[src/nvs_pkg.sv]
// shared types and constants for the named vector store
`timescale 1ns / 1ps
package nvs_pkg;

    localparam int KEY_W      = 63;
    localparam int DATA_W     = 32;
    localparam int CNT_W      = 5;
    localparam int LIST_MAX   = 16;
    localparam int LIST_CNT_W = 5;

    localparam logic [2:0] CMD_DEFINE = 3'd0;
    localparam logic [2:0] CMD_ADD    = 3'd1;
    localparam logic [2:0] CMD_SUB    = 3'd2;
    localparam logic [2:0] CMD_SCALE  = 3'd3;
    localparam logic [2:0] CMD_CLEAR  = 3'd4;
    localparam logic [2:0] CMD_SHOW   = 3'd5;
    localparam logic [2:0] CMD_LIST   = 3'd6;
    localparam logic [2:0] CMD_BAD    = 3'd7;

    localparam logic [2:0] STAT_OK       = 3'd0;
    localparam logic [2:0] STAT_NOTFOUND = 3'd1;
    localparam logic [2:0] STAT_FULL     = 3'd2;
    localparam logic [2:0] STAT_EMPTY    = 3'd3;
    localparam logic [2:0] STAT_BADCMD   = 3'd4;

    localparam logic signed [DATA_W-1:0] SAT_MAX = {1'b0, {(DATA_W-1){1'b1}}};
    localparam logic signed [DATA_W-1:0] SAT_MIN = {1'b1, {(DATA_W-1){1'b0}}};

    typedef struct packed {
        logic [2:0]               cmd;
        logic [KEY_W-1:0]         dest_key;
        logic [KEY_W-1:0]         src_a_key;
        logic [KEY_W-1:0]         src_b_key;
        logic signed [DATA_W-1:0] val_x;
        logic signed [DATA_W-1:0] val_y;
        logic signed [DATA_W-1:0] val_z;
        logic signed [DATA_W-1:0] factor;
    } nvs_in_t;

    typedef struct packed {
        logic [2:0]               status;
        logic [3:0]               slot_index;
        logic [KEY_W-1:0]         out_key;
        logic signed [DATA_W-1:0] out_x;
        logic signed [DATA_W-1:0] out_y;
        logic signed [DATA_W-1:0] out_z;
        logic                     last;
    } nvs_out_t;

    typedef struct packed {
        logic [KEY_W-1:0]         key;
        logic signed [DATA_W-1:0] x;
        logic signed [DATA_W-1:0] y;
        logic signed [DATA_W-1:0] z;
    } nvs_entry_t;

    typedef struct packed {
        logic load;
        logic step;
        logic last_bit;
        logic mul;
        logic sub;
    } nvs_lane_ctl_t;

    typedef enum logic [3:0] {
        S_IDLE,
        S_SRCH,
        S_CMP,
        S_CALC_LOAD,
        S_CALC,
        S_CALC_DONE,
        S_WRITE,
        S_OUT,
        S_LIST,
        S_LIST_RD
    } nvs_state_t;

    typedef enum logic [1:0] {
        SP_A,
        SP_B,
        SP_DEST
    } nvs_purpose_t;

endpackage

[src/nvs_lane.sv]
// bit-serial add/subtract and shift-add multiply for one vector component
`timescale 1ns / 1ps
module nvs_lane
    import nvs_pkg::*;
(
    input  logic                     clk,
    input  nvs_lane_ctl_t            ctl,
    input  logic signed [DATA_W-1:0] a,
    input  logic signed [DATA_W-1:0] b,
    output logic signed [DATA_W-1:0] res
);

    logic [DATA_W-1:0] a_reg;
    logic [DATA_W-1:0] b_reg;
    logic [DATA_W-1:0] acc_hi_reg;
    logic [DATA_W-1:0] acc_lo_reg;
    logic              carry_reg;
    logic              ext_reg;

    logic              bb;
    logic              s;
    logic              cy;
    logic [DATA_W-1:0] addend;
    logic [DATA_W:0]   hi_sum;
    logic [2*DATA_W-1:0] prod;
    logic              fits;

    assign bb     = b_reg[0] ^ ctl.sub;
    assign s      = a_reg[0] ^ bb ^ carry_reg;
    assign cy     = (a_reg[0] & bb) | (a_reg[0] & carry_reg) | (bb & carry_reg);
    assign addend = b_reg[0] ? a_reg : '0;
    // the top factor bit carries negative weight
    assign hi_sum = ctl.last_bit
                  ? {acc_hi_reg[DATA_W-1], acc_hi_reg} - {addend[DATA_W-1], addend}
                  : {acc_hi_reg[DATA_W-1], acc_hi_reg} + {addend[DATA_W-1], addend};

    always_ff @(posedge clk)
    begin
        if (ctl.load)
        begin
            a_reg      <= a;
            b_reg      <= b;
            acc_hi_reg <= '0;
            acc_lo_reg <= '0;
            carry_reg  <= ctl.sub;
            ext_reg    <= 1'b0;
        end
        else if (ctl.step)
        begin
            if (ctl.mul)
            begin
                acc_hi_reg <= hi_sum[DATA_W:1];
                acc_lo_reg <= {hi_sum[0], acc_lo_reg[DATA_W-1:1]};
                b_reg      <= {1'b0, b_reg[DATA_W-1:1]};
            end
            else
            begin
                a_reg      <= {1'b0, a_reg[DATA_W-1:1]};
                b_reg      <= {1'b0, b_reg[DATA_W-1:1]};
                carry_reg  <= cy;
                acc_lo_reg <= {s, acc_lo_reg[DATA_W-1:1]};
                if (ctl.last_bit)
                begin
                    ext_reg <= a_reg[0] ^ bb ^ cy;
                end
            end
        end
    end

    // floor of product / 2^16 is the arithmetic shift
    assign prod = {acc_hi_reg, acc_lo_reg};
    assign fits = (&prod[2*DATA_W-1:DATA_W+15]) | ~(|prod[2*DATA_W-1:DATA_W+15]);

    always_comb
    begin
        if (ctl.mul)
        begin
            if (fits)
            begin
                res = prod[DATA_W+15:16];
            end
            else
            begin
                res = prod[2*DATA_W-1] ? SAT_MIN : SAT_MAX;
            end
        end
        else
        begin
            if (ext_reg != acc_lo_reg[DATA_W-1])
            begin
                res = ext_reg ? SAT_MIN : SAT_MAX;
            end
            else
            begin
                res = acc_lo_reg;
            end
        end
    end

endmodule

[config.mk]
export PLATFORM = sky130hd
export DESIGN_NAME = nvs_lane
export DESIGN_NICKNAME = d
export VERILOG_FILES = /design/src/nvs_pkg.sv /design/src/nvs_lane.sv
export SDC_FILE = /design/constraint.sdc
export NUM_CORES = 1
export LEC_CHECK = 0
export ABC_AREA = 1
export BUFFER_PORTS_ARGS = -buffer_cell sky130_fd_sc_hd__buf_2
export CAP_MARGIN = 20
export CORE_MARGIN = 5
export CORE_UTILIZATION = 50
export DETAILED_ROUTE_END_ITERATION = 10
export PLACE_DENSITY = 0.7
export SLEW_MARGIN = 10
export SYNTH_ARGS = -nofsm -noshare
export SYNTH_HDL_FRONTEND = slang
export SYNTH_SLANG_ARGS = --single-unit
[constraint.sdc]
create_clock -name clk -period 6.4 [get_ports clk]
set_input_delay 0 -clock clk [delete_from_list [all_inputs] [get_ports clk]]
set_output_delay 0 -clock clk [all_outputs]
set_load 0.02 [all_outputs]
-- Word-level counts from Yosys, hierarchy flattened
Index checks and enable logic that the tools add are counted.
- register bits: 130
- bits in latches: 0
- RAM bits: 0
- bits in read-only memories: 0
- input port bits: 70
- output and inout bits: 32
- logic and storage cells: 44
- memories: 0
- $add $sub $neg: 2
- multiply operators: 0
- divide/modulo/power cells: 0
- order comparisons: 0
- eq/ne operators: 2
- shift operators: 0
- mux-type cells: 16
- bitwise logic cells: 12
- reduce and logical (&&, ||, !) cells: 6
- operator list (operator ; count):
    32-bit two-way mux ; 12
    32-bit by 32-bit adder with 33-bit output ; 1
    33-bit two-way mux ; 1
    32-bit by 32-bit subtractor with 33-bit output ; 1
    17-bit AND reduction ; 1
    17-bit OR reduction ; 1
    2-bit AND reduction ; 2
    1-bit XOR ; 4
    1-bit AND ; 3
    1-bit two-way mux ; 3
    1-bit OR ; 3
    3-bit AND reduction ; 1
    2-bit by 1-bit inequality test with 1-bit output (second input constant) ; 1
    1-bit NOT ; 2
    2-bit nonzero test ; 1
    1-bit inequality test ; 1

-- Depth between registers and ports, before layout
Gate-level depths: netlist of the first run.
- depth after elaboration: 7
- gate-level depth with buffers: 28
- depth with buffers taken out: 26

-- Worst setup path after synthesis of the first run
No wires, ideal clock.
- path kind: in2reg
- from: input port ctl[3] in the netlist's numbering
- to: register a_reg[0], enable pin
- library setup time: 0.469 ns
- data arrival time: 2.814 ns
- required time: 5.931 ns
- path slack: 3.117 ns
- stages on the path: 4
- path buffers: 2
- path through: buf_2 inv_1 clkbuf_1 o21ai_0
- longest elaborated chain between the ends: 2
- RTL lines (element ; RTL line ; source):
    start, declared ; nvs_lane.sv:7 ; input nvs_lane_ctl_t ctl,
    2-bit nonzero test (no source line) ; - ;
    2-bit AND reduction (no source line) ; - ;
    end signal, assigned ; nvs_lane.sv:58 ; a_reg <= {1'b0, a_reg[DATA_W-1:1]};
    end, declared ; nvs_lane.sv:13 ; logic [DATA_W-1:0] a_reg;
No other way between the ends.
A chain may end at the register's enable or synchronous reset.

-- Final worst setup path of the first run
- from: register b_reg[0]
- to: register acc_hi_reg[22]
- longest elaborated chain between the ends: 3
- elaborated cells on any way between the ends: 4
- those cells by class: add/sub: 2; mux: 2
- RTL lines (element ; RTL line ; source):
    start, declared ; nvs_lane.sv:14 ; logic [DATA_W-1:0] b_reg;
    start signal, assigned ; nvs_lane.sv:54 ; b_reg <= {1'b0, b_reg[DATA_W-1:1]};
    start signal, assigned ; nvs_lane.sv:59 ; b_reg <= {1'b0, b_reg[DATA_W-1:1]};
    32-bit two-way mux (*) ; nvs_lane.sv:31 ; assign addend = b_reg[0] ? a_reg : '0;
    32-bit by 32-bit adder with 33-bit output / 32-bit by 32-bit subtractor with 33-bit output (equally long branches) ; nvs_lane.sv:35, nvs_lane.sv:34 ;
    33-bit two-way mux (*) ; nvs_lane.sv:34 ; ? {acc_hi_reg[DATA_W-1], acc_hi_reg} - {addend[DATA_W-1], addend}
    end signal, assigned ; nvs_lane.sv:52 ; acc_hi_reg <= hi_sum[DATA_W:1];
    end, declared ; nvs_lane.sv:15 ; logic [DATA_W-1:0] acc_hi_reg;
Every way passes the cells marked *; elsewhere a longest branch is shown, timed or not.

==> metrics.md, run 1 <==
| Metric | Value |
|---|---|
| Area enclosed by the die boundary | 20500 µm² |
| Sequential area share after synthesis | 36.7% |
| Crit-path max cell delay | approximately 0.36 ns |
| Worst max-slew margin expressed relative to the limit | 29.7% |
| Critical path capture point type | register |
| Final Routed Wirelength | 24200 µm |
| Mean cell area of the mapped netlist | slightly below 7 µm² |
| CTS clk-pin slew, worst paths | 0.06 ns |
| CP max stage cell | sky130_fd_sc_hd__edfxtp_1 |
| Time the worst path needs with I/O delays and setup | 3.63 ns |
| Number of distinct standard cells referenced by the synthesized netlist | 45 |
| Leading register cell type out of synthesis | sky130_fd_sc_hd__edfxtp_1 |
| Final critical-path setup slack | roughly 2.8 ns |
| Cell Area, Synth | 8850 µm² |
| Total number of H-tree levels | 4 |
| Setup WS pre-CTS | 2.85 ns |
| Worst path top cell family by delay | simple AND/OR/NAND/NOR gates |
| Synthesized flop and latch total | 130 |
| Power per cell area | 266 nW/µm² |
| Number of warning messages in the yosys log | 0 |
| Worst clock skew on the final layout | between 0.009 and 0.01 ns |
| Setup CP Type | reg2reg |
| Setup violation total in the final timing report | 0 |
| Number of top-level pins | 102 |
| Cell row count | 48 |
| Mapped Cells | approximately 1300 |
| GRT Overall Usage | about a quarter |
| Initial Util | between 50% and 60% |
| Instance area after placement | between 9000 and 10000 µm² |
| Count of vias placed by the detailed router | slightly below 9000 |
| EDFF count, synth | 65 |
| Fraction of final layout cells sized beyond drive strength 1 | 11.7% |
| Root cell of the clock tree | sky130_fd_sc_hd__clkbuf_16 |
| Global placement routability congestion | roughly 1.0 |
| DIE HEIGHT | 143 µm |
| Router iterations before antenna repair | 8 |
| Cell chain of the critical path | buf_4 > nand2_4 > ha_1 > nand2_1 > nor2_1 > nand2_2 > o21ai_0 > nand2_1 > xnor2_1 > inv_1 > ha_1 > nand2_1 > nor2_1 > inv_1 > nor3_1 > nand2_1 > nand2_1 > a21oi_1 > or2_2 > nand3_1 > nand2_1 > inv_1 |
| Initial detailed-routing violation count | 459 |
| Count of buffering cells on the critical path with inverters included | 4 |
| Worst min path class | in2reg |
| Maximum clock path buffer count | 2 |
| Core Box Area | between 15000 and 20000 µm² |
| Run status | finished clean |
| Final layout net count | 1552 |
| Data arrival, critical path | 4.00 ns |
| CP Max Fanout | 35 |
| Net count after synthesis | 1409 |
| Global route overflow | 0 |
| Transition time of the tightest slew-check pin | 1.06 ns |
| Via count of the first global-routing pass | 8163 |
| Startpoint kind of the worst setup timing path | register |
| Summed area of non-filler cells in the final layout | roughly 11000 µm² |
| Commonest non-fill, non-tap cell in the layout | sky130_fd_sc_hd__nand2_1 |
| Clock Sink Count | 130 |
| Post-synthesis to final-layout area growth | 21.6% |
| Maximum number of pins on one net before global-route repair | just over 90 |
| Number of nets with antenna violations after routing | 0 |
| Final max-slew violation count | 0 |
| Synth async-reset ratio | 0% |
| Via density per instance | 5.14 |
| Routed WL per cell | between 10 and 15 µm |
| Chip width | around 140 µm |
| Count of buffers from port buffering | 101 |
| Upper clock frequency limit | 275 MHz |
| Number of CTS-inserted buffers | 17 |
| Critical path's most frequent cell | sky130_fd_sc_hd__nand2_1 |
| Period utilization | 56.7% |
| Global-route wire length before repair | 39400 µm |
| Max-cap violation count | 0 |
| Final hold violation count | 0 |
| Later-pin clock latency in the skew report | 0.42 ns |
| TritonCTS clock tree | built |
| Setup TNS | 0 ns |
| Number of diodes | 0 |
| Residual DRC | 0 |
| CP required | about 6.8 ns |
| Initial antenna violation count | 0 |
| Setup repair after global routing missed its margin | no |
| Commonest cells after routing, fill and taps aside | sky130_fd_sc_hd__nand2_1 (454), sky130_fd_sc_hd__nor2_1 (194), sky130_fd_sc_hd__inv_1 (108), sky130_fd_sc_hd__buf_2 (101), sky130_fd_sc_hd__o21ai_0 (79) |
| Post_cts resized | 0 |
| Reported leakage power | 5.34 nW |
| Detailed placement HPWL | 17000 µm |
| VDD IR-drop max | about 0.2 mV |
-- synth_stat cells, types with 2 or more instances --
cell type / number / area, µm²
sky130_fd_sc_hd__clkbuf_1: 40 / 150
sky130_fd_sc_hd__xor2_1: 30 / 263
sky130_fd_sc_hd__fa_1: 3 / 60.1
sky130_fd_sc_hd__nand4_1: 11 / 68.8
sky130_fd_sc_hd__nand2_2: 12 / 75.1
sky130_fd_sc_hd__buf_2: 7 / 35.0
sky130_fd_sc_hd__or2_2: 3 / 18.8
sky130_fd_sc_hd__nand2_1: 454 / 1700
sky130_fd_sc_hd__nand2_4: 3 / 33.8
sky130_fd_sc_hd__a22oi_1: 31 / 233
sky130_fd_sc_hd__buf_6: 2 / 22.5
sky130_fd_sc_hd__edfxtp_1: 65 / 1950
sky130_fd_sc_hd__nor2_1: 195 / 732
sky130_fd_sc_hd__buf_1: 2 / 7.51
sky130_fd_sc_hd__o21bai_1: 6 / 45.0
sky130_fd_sc_hd__nor2_2: 2 / 12.5
sky130_fd_sc_hd__a21o_1: 7 / 52.6
sky130_fd_sc_hd__nor3_1: 10 / 50.1
sky130_fd_sc_hd__nand3_1: 34 / 170
sky130_fd_sc_hd__nor2_4: 2 / 22.5
sky130_fd_sc_hd__inv_1: 109 / 409
sky130_fd_sc_hd__o21ai_0: 80 / 400
sky130_fd_sc_hd__o21ai_1: 2 / 10.0
sky130_fd_sc_hd__a21oi_1: 49 / 245
sky130_fd_sc_hd__xnor2_1: 17 / 149
sky130_fd_sc_hd__a31oi_1: 3 / 18.8
sky130_fd_sc_hd__dfxtp_1: 65 / 1300
sky130_fd_sc_hd__o221ai_1: 2 / 17.5
sky130_fd_sc_hd__nor4_1: 5 / 31.3
sky130_fd_sc_hd__ha_1: 35 / 438
-- power by group --
group          internal (mW)  leakage [nW]  switching [mW]
Sequential             0.960          1.21          0.0561
Combinational          0.329          3.87           0.579
Clock                  0.576         0.266           0.359
Total                   1.87          5.34           0.994
-- stage by stage --
step                power, mW  instances  hold slack [ns]  util, %
floorplan                1.66       1301            0.173        -
global placement         1.88       1581            0.258     54.6
detailed placement       1.89       1581            0.260     54.6
CTS                      2.86       1679           0.0831     61.7
global route             3.04       1682            0.163     62.0
finish                   2.86       1682            0.115     62.0
-- final timing paths --
| check | from | endpoint | slack [ns] | cells past startpoint |
|---|---|---|---|---|
| worst min-delay path | ctl[3] | acc_lo_reg[30] | 0.12 | 2 |
| worst min register to register | acc_lo_reg[6] | acc_lo_reg[5] | 0.50 | 2 |
| worst max register to register | b_reg[0] | acc_hi_reg[22] | 2.77 | 22 |
| worst max-delay path | b_reg[0] | acc_hi_reg[22] | 2.77 | 22 |
-- cells by family (layout without fill, tap and decap cells) --
logic type | after synthesis | count (layout) | share of synthesized area (%)
buffers and inverters | 165 | 321 | 7.45
adders and majority gates | 38 | 38 | 5.62
and+or+nand+nor | 734 | 734 | 33.3
xor gates and xnor gates | 47 | 47 | 4.65
DFF | 130 | 130 | 36.7
AOI/OAI and AO/OA | 187 | 187 | 12.2
-- metal layers --
metal  global-route usage (%)  vias up  wire [µm]
met4                     6.60        0        357
met3                     4.52       30       1650
met2                     38.6      265      11200
met5                        0        -          0
met1                     32.7     3879      11000
li1                         -     4479          -
-- what timing repair did --
action	CTS	global route
setup buffers	0	0
hold buffers	66	0
hold endpoints to repair	66	0
-- layout make-up --
type,count,area (µm²)
clock buffers,20,447
clock inverters,12,116
fillers,1560,6590
inverters,112,422
multi-input cells,1006,4970
flip-flops and latches,130,3250
well taps,225,282
repair buffers,177,1280
Note: power is estimated with default switching activity, not from simulation.
==> inputs of run 2 (changes only) <==
--- a/config.mk
+++ b/config.mk
@@ -11,7 +11,7 @@
 export CORE_MARGIN = 5
 export CORE_UTILIZATION = 50
 export DETAILED_ROUTE_END_ITERATION = 10
-export PLACE_DENSITY = 0.7
+export PLACE_DENSITY = 0.73
 export SLEW_MARGIN = 10
 export SYNTH_ARGS = -nofsm -noshare
 export SYNTH_HDL_FRONTEND = slang
==> constraint.sdc (replaced) <==
create_clock -name clk -period 3.2 [get_ports clk]
set_input_delay 0 -clock clk [delete_from_list [all_inputs] [get_ports clk]]
set_output_delay 0 -clock clk [all_outputs]
set_load 0.02 [all_outputs]
==> run 2 against run 1 <==
Effect of this change:
- the flow now finishes with violations (setup timing)
- utilization increased by 8.4 points
- critical path depth increased by 3
- sequential power increased by 100%
- first-iteration DRC count increased by 37%
- count of clock-buffer cells in the layout decreased by 1
- global-route usage increased by 2.3 points
- sequential share of layout area decreased by 3.6 points
- clock skew about the same
- hold slack got worse by 0.094 ns
- largest cell class unchanged
- highest routed layer unchanged
==> metrics.md, run 2 (synthesized netlist as in run 1, its figures left out) <==
| Metric | Value |
|---|---|
| Via count of the first global-routing pass | 8763 (+7.4%) |
| CP Max Fanout | 7 (-80%) |
| Via density per instance | 5.19 (+0.90%) |
| Initial antenna violation count | 0 (unchanged) |
| Fraction of final layout cells sized beyond drive strength 1 | 26.1% (+14 points) |
| Global placement routability congestion | 0.942 (-5.9%) |
| Final layout net count | 1661 (+7.0%) |
| Global route overflow | 0 (unchanged) |
| Number of nets with antenna violations after routing | 0 (unchanged) |
| Max-cap violation count | 0 (unchanged) |
| Reported leakage power | 5.98 nW (+12%) |
| Power per cell area | 522 nW/µm² (+97%) |
| Router iterations before antenna repair | 5 (-3) |
| Area enclosed by the die boundary | 20500 µm² (unchanged) |
| Reg2Reg Setup Slack | -0.04 ns (-2.81 ns) |
| Residual DRC | 0 (unchanged) |
| Count of vias placed by the detailed router | 9302 (+7.5%) |
| Setup violation total in the final timing report | 4 (+4) |
| Chip width | 143 µm (unchanged) |
| Summed area of non-filler cells in the final layout | 12200 µm² (+14%) |
| Instance area after placement | 10200 µm² (+7.9%) |
| Commonest non-fill, non-tap cell in the layout | sky130_fd_sc_hd__nand2_1 |
| Tightest hold margin | 0.0205 ns (-0.0945 ns) |
| Maximum number of pins on one net before global-route repair | 91 (-1.1%) |
| Count of buffers from port buffering | 101 (unchanged) |
| Upper clock frequency limit | 308 MHz (+12%) |
| Maximum clock path buffer count | 2 (unchanged) |
| Detailed placement HPWL | 18900 µm (+11%) |
| Initial detailed-routing violation count | 631 (+37%) |
| Final hold violation count | 0 (unchanged) |
| Final critical-path setup slack | -0.0433 ns (-2.81 ns) |
| Transition time of the tightest slew-check pin | 0.924 ns (-0.131 ns) |
| Core Box Area | 17400 µm² (unchanged) |
| Critical path capture point type | register |
| Number of CTS-inserted buffers | 17 (unchanged) |
| Post-synthesis to final-layout area growth | 38.1% |
| GRT Overall Usage | 26.1% (+2.3 points) |
| Worst clock skew on the final layout | 0.00915 ns (-0.000102 ns) |
| Cell row count | 48 (unchanged) |
| Run status | finished, violations left |
| Worst min path class | in2reg |
| Setup CP Type | reg2reg |
| CP required | 3.57 ns (-3.20 ns) |
| Data arrival, critical path | 3.61 ns (-0.39 ns) |
| Post-route insts no fill | 1792 (+6.5%) |
| Clock Sink Count | 130 (unchanged) |
| TritonCTS clock tree | built |
| Worst max-slew margin expressed relative to the limit | 38.4% (+8.7 points) |
| CTS clk-pin slew, worst paths | 0.06 ns (about the same) |
| Setup WS pre-CTS | -0.153 ns (-3.00 ns) |
| Number of top-level pins | 102 (unchanged) |
| VDD IR-drop max | 0.424 mV (+110%) |
| Setup TNS | -0.0736 ns (-0.0736 ns) |
| Routed WL per cell | 15.2 µm (+5.4%) |
| Final Routed Wirelength | 27200 µm (+12%) |
| Violated checks | setup timing |
| Period utilization | 101% (+45 points) |
| Startpoint kind of the worst setup timing path | register |
| Root cell of the clock tree | sky130_fd_sc_hd__clkbuf_16 |
| Later-pin clock latency in the skew report | 0.43 ns (about the same) |
| Final max-slew violation count | 0 (unchanged) |
| Placed Cells incl. Taps | 1679 (+6.2%) |
| Initial Util | 51.0% (unchanged) |
| Global-route wire length before repair | 42800 µm (+8.5%) |
| Commonest cells after routing, fill and taps aside | sky130_fd_sc_hd__nand2_1 (415), sky130_fd_sc_hd__nor2_1 (173), sky130_fd_sc_hd__buf_4 (115), sky130_fd_sc_hd__inv_1 (102), sky130_fd_sc_hd__buf_2 (101) |
| Total number of H-tree levels | 4 (unchanged) |
| DIE HEIGHT | 143 µm (unchanged) |
| Time the worst path needs with I/O delays and setup | 3.24 ns (-0.387 ns) |
| Setup repair after global routing missed its margin | yes |
==> run 2: critical path: stages, from the launching register on <==
cell,delay (ns)
sky130_fd_sc_hd__edfxtp_1,0.37
sky130_fd_sc_hd__buf_6,0.17
sky130_fd_sc_hd__nand2_4,0.09
sky130_fd_sc_hd__nand2_4,0.06
sky130_fd_sc_hd__nor2_4,0.13
sky130_fd_sc_hd__nand3_2,0.11
sky130_fd_sc_hd__nor2_4,0.17
sky130_fd_sc_hd__nand4_4,0.17
sky130_fd_sc_hd__inv_4,0.14
sky130_fd_sc_hd__nand2_4,0.06
sky130_fd_sc_hd__buf_6,0.12
sky130_fd_sc_hd__o21ai_4,0.15
sky130_fd_sc_hd__xnor2_2,0.17
sky130_fd_sc_hd__ha_4,0.27
sky130_fd_sc_hd__a21o_1,0.21
sky130_fd_sc_hd__nor2_1,0.10
sky130_fd_sc_hd__nand2_1,0.07
sky130_fd_sc_hd__nand2_1,0.09
sky130_fd_sc_hd__nand2_2,0.07
sky130_fd_sc_hd__inv_2,0.05
sky130_fd_sc_hd__nand2_2,0.05
sky130_fd_sc_hd__nand2_2,0.07
sky130_fd_sc_hd__nand2_1,0.05
sky130_fd_sc_hd__nor2_1,0.12
sky130_fd_sc_hd__nor2_1,0.06
sky130_fd_sc_hd__nor2_1,0.08
==> run 2: metal layers <==
metal	global-route usage, %	share of wire, %	wire, µm
met4	8.20	2.7	732
met2	44.2	48	13000
met5	0	0	0
met3	4.05	4.6	1240
met1	34.5	45	12200
==> run 2: where the power goes <==
group          internal [mW]  total (mW)  leakage (nW)  switching (mW)
sequential              1.92        2.04          1.21           0.124
combinational           1.02        2.41          4.49            1.39
clock                   1.09        1.93         0.281           0.847
==> run 2: layout make-up <==
type | instances | area (µm²)
inverter | 112 | 423
tap | 225 | 282
sequential | 130 | 3250
timing repair buffer | 286 | 2080
multi-input combinational | 1006 | 5610
clock buffer | 19 | 464
antenna | 1 | 2.50
clock inverter | 13 | 114
fill | 1424 | 5130
==> run 2: final timing paths <==
path / end / cells after the start / from
setup / recovery: acc_hi_reg[31] / 25 / b_reg[0]
hold / removal: ext_reg / 3 / ctl[1]
setup reg to reg: acc_hi_reg[31] / 25 / b_reg[0]
hold reg to reg: acc_hi_reg[0] / 2 / acc_hi_reg[0]
==> run 2: what timing repair did <==
| item | in CTS | in global routing |
|---|---|---|
| buffers inserted | 1 | 14 |
| endpoints found under the hold margin | 65 | 0 |
| pin swaps | 3 | 57 |
| gates resized for setup | 31 | 135 |
| hold buffers | 65 | 0 |
| setup endpoints to repair | 17 | 23 |
==> run 2: stage by stage <==
step                      utilization [%]  total power [mW]
after global placement               58.9              4.04
after floorplan                         -              3.33
after detailed placement             58.9              4.07
after CTS                            66.8              6.10
after global routing                 70.5              6.74
final                                70.5              6.39
==> inputs of run 3 (changes only) <==
--- a/config.mk
+++ b/config.mk
@@ -6,12 +6,12 @@
 export NUM_CORES = 1
 export LEC_CHECK = 0
 export ABC_AREA = 1
-export BUFFER_PORTS_ARGS = -buffer_cell sky130_fd_sc_hd__buf_2
 export CAP_MARGIN = 20
 export CORE_MARGIN = 5
 export CORE_UTILIZATION = 50
 export DETAILED_ROUTE_END_ITERATION = 10
-export PLACE_DENSITY = 0.73
+export DONT_BUFFER_PORTS = 1
+export PLACE_DENSITY = 0.68
 export SLEW_MARGIN = 10
 export SYNTH_ARGS = -nofsm -noshare
 export SYNTH_HDL_FRONTEND = slang
==> run 3 against run 2 <==
Effect of this change:
- the run still ends with setup timing left
- count of clock-buffer cells in the layout grew 3
- critical path type unchanged
- first-iteration DRC count up 16%
- largest cell class unchanged
- non-clock buffer count is 97 lower
- sequential power hardly changed
- combinational power rose by 6%
==> metrics.md, run 3 (synthesized netlist as in run 1, its figures left out) <==
| Metric | Value |
|---|---|
| Run status | finished, violations left |
| Violated checks | setup timing |
| Summed area of non-filler cells in the final layout | 12300 µm² (+0.71%) |
| Final critical-path setup slack | -0.130 ns (-0.0869 ns) |
| VDD IR-drop max | 0.429 mV (+1.2%) |
| Core Box Area | 17400 µm² (unchanged) |
| Critical R2R Launch | b_reg[0] |
| Period utilization | 104% (+2.7 points) |
| Global placement routability congestion | 0.943 (about the same) |
| Worst clock skew on the final layout | 0.0171 ns (+0.00793 ns) |
| Residual DRC | 0 (unchanged) |
| Crit-path max cell delay | 0.42 ns (+0.05 ns) |
| Worst path top cell family by delay | simple AND/OR/NAND/NOR gates |
| Initial detailed-routing violation count | 729 (+16%) |
| Instance area after placement | 9730 µm² (-4.9%) |
| Worst max-slew margin expressed relative to the limit | 32.5% (-5.9 points) |
| Root cell of the clock tree | sky130_fd_sc_hd__clkbuf_16 |
| Number of diodes | 0 (-1) |
| Max-cap violation count | 0 (unchanged) |
| Initial Util | 51.0% (unchanged) |
| Number of nets with antenna violations after routing | 0 (unchanged) |
| Clock Sink Count | 130 (unchanged) |
| Endpoint of the lowest-slack register-to-register path | acc_hi_reg[31] |
| Upper clock frequency limit | 300 MHz (-2.6%) |
| CP startpoint | b_reg[0] |
| CP required | 3.52 ns (-0.05 ns) |
| Later-pin clock latency in the skew report | 0.43 ns (about the same) |
| Commonest non-fill, non-tap cell in the layout | sky130_fd_sc_hd__nand2_1 |
| Count of buffering cells on the critical path with inverters included | 5 (+1) |
| Detailed placement HPWL | 17500 µm (-7.2%) |
| Maximum number of pins on one net before global-route repair | 92 (+1.1%) |
| CP max stage cell | sky130_fd_sc_hd__edfxtp_1 |
| Time the worst path needs with I/O delays and setup | 3.33 ns (+0.0869 ns) |
| Total number of H-tree levels | 4 (unchanged) |
| Worst R2R Path Depth | 25 (unchanged) |
| Area enclosed by the die boundary | 20500 µm² (unchanged) |
| Fraction of final layout cells sized beyond drive strength 1 | 25.3% (-0.80 points) |
| Count of buffers from port buffering | 0 (-100%) |
| Hold Crit Depth | 4 (+1) |
| GRT Overall Usage | 25.7% (-0.45 points) |
| Placed Cells incl. Taps | 1579 (-6.0%) |
| Reported leakage power | 5.74 nW (-4.0%) |
| Final hold violation count | 0 (unchanged) |
| Router iterations before antenna repair | 5 (unchanged) |
| TritonCTS clock tree | built |
| Via density per instance | 5.37 (+3.5%) |
| Transition time of the tightest slew-check pin | 1.01 ns (+0.0853 ns) |
| Post-route insts no fill | 1694 (-5.5%) |
| Chip width | 143 µm (unchanged) |
| Global route overflow | 0 (unchanged) |
| Count of vias placed by the detailed router | 9097 (-2.2%) |
| CP Max Fanout | 4 (-3) |
| CTS clk-pin slew, worst paths | 0.07 ns (about the same) |
| Setup violation total in the final timing report | 9 (+5) |
| Number of top-level pins | 102 (unchanged) |
| DIE HEIGHT | 143 µm (unchanged) |
| Via count of the first global-routing pass | 8476 (-3.3%) |
| Maximum clock path buffer count | 2 (unchanged) |
| Startpoint kind of the worst setup timing path | register |
| Final layout net count | 1564 (-5.8%) |
| Final max-slew violation count | 0 (unchanged) |
| Tot Pwr | 6.74 mW (+5.4%) |
| Crit path to | acc_hi_reg[31] |
| Power per cell area | 547 nW/µm² (+4.7%) |
| Final Routed Wirelength | 27600 µm (+1.6%) |
| Setup repair after global routing missed its margin | yes |
| Post-synthesis to final-layout area growth | 39.1% |
| Global-route wire length before repair | 42300 µm (-1.2%) |
| Number of CTS-inserted buffers | 17 (unchanged) |
| Commonest cells after routing, fill and taps aside | sky130_fd_sc_hd__nand2_1 (396), sky130_fd_sc_hd__nor2_1 (161), sky130_fd_sc_hd__buf_4 (109), sky130_fd_sc_hd__inv_1 (97), sky130_fd_sc_hd__dlygate4sd3_1 (68) |
| Reg2Reg Setup Slack | -0.13 ns (-0.09 ns) |
| Initial antenna violation count | 0 (unchanged) |
| End-of-flow core utilization | 71.0% (+0.50 points) |
| Cell row count | 48 (unchanged) |
| Data arrival, critical path | 3.65 ns (+0.04 ns) |
| Critical path capture point type | register |
| Routed WL per cell | 16.3 µm (+7.5%) |
| Worst min path class | in2reg |
| Setup CP Type | reg2reg |
| WP depth | 25 (unchanged) |
-- run 3: repair_timing --
item | CTS | global route
endpoints found under the hold margin | 126 | 0
endpoints found under the setup margin | 19 | 22
hold buffers | 69 | 0
pin swaps | 11 | 60
setup buffers | 1 | 12
resized for setup | 45 | 218
-- run 3: how the worst min path moves through the flow --
stage / from / endpoint / slack [ns]
5_1_grt: ctl[3] / acc_lo_reg[14] / 0.05
3_3_place_gp: ctl[3] / acc_lo_reg[30] / 0.1
2_1_floorplan: a[31] / a_reg[31] / 0.17
6_report: ctl[3] / acc_lo_reg[7] / 0.04
3_5_place_dp: ctl[3] / acc_lo_reg[30] / 0.1
4_1_cts: ctl[3] / acc_lo_reg[7] / 0.02
-- run 3: layout make-up --
cell class              instances  area (µm²)
clock buffers                  22         518
clock inverters                10         130
fillers                      1320        5040
inverters                     112         425
multi-input cells            1006        6040
flip-flops and latches        130        3250
well taps                     225         282
repair buffers                189        1670
-- run 3: stage by stage --
| stage | hold WS [ns] | worst slack [ns] | setup TNS, ns |
|---|---|---|---|
| floorplan | 0.173 | 0.119 | 0 |
| global placement | 0.0970 | -0.186 | -0.868 |
| detailed placement | 0.0995 | -0.202 | -1.32 |
| CTS | 0.0218 | 0.00180 | 0 |
| global route | 0.0547 | -0.304 | -3.61 |
| finish | 0.0385 | -0.130 | -0.482 |
-- run 3: layer usage --
metal / part of all wire, % / global-route usage (%)
met1: 44 / 34.6
met2: 49 / 42.5
met3: 4.9 / 4.49
met4: 2.5 / 7.50
met5: 0 / 0
-- run 3: worst min-delay path: cells and delay by family --
family	cells	cell delay [ns]
buffers and inverters	2	0.26
and+or+nand+nor	2	0.17
-- run 3: power by group --
| group | switching (mW) | internal (mW) |
|---|---|---|
| Clock | 0.806 | 1.33 |
| Combinational | 1.49 | 1.06 |
| Sequential | 0.130 | 1.92 |
| Total | 2.43 | 4.31 |
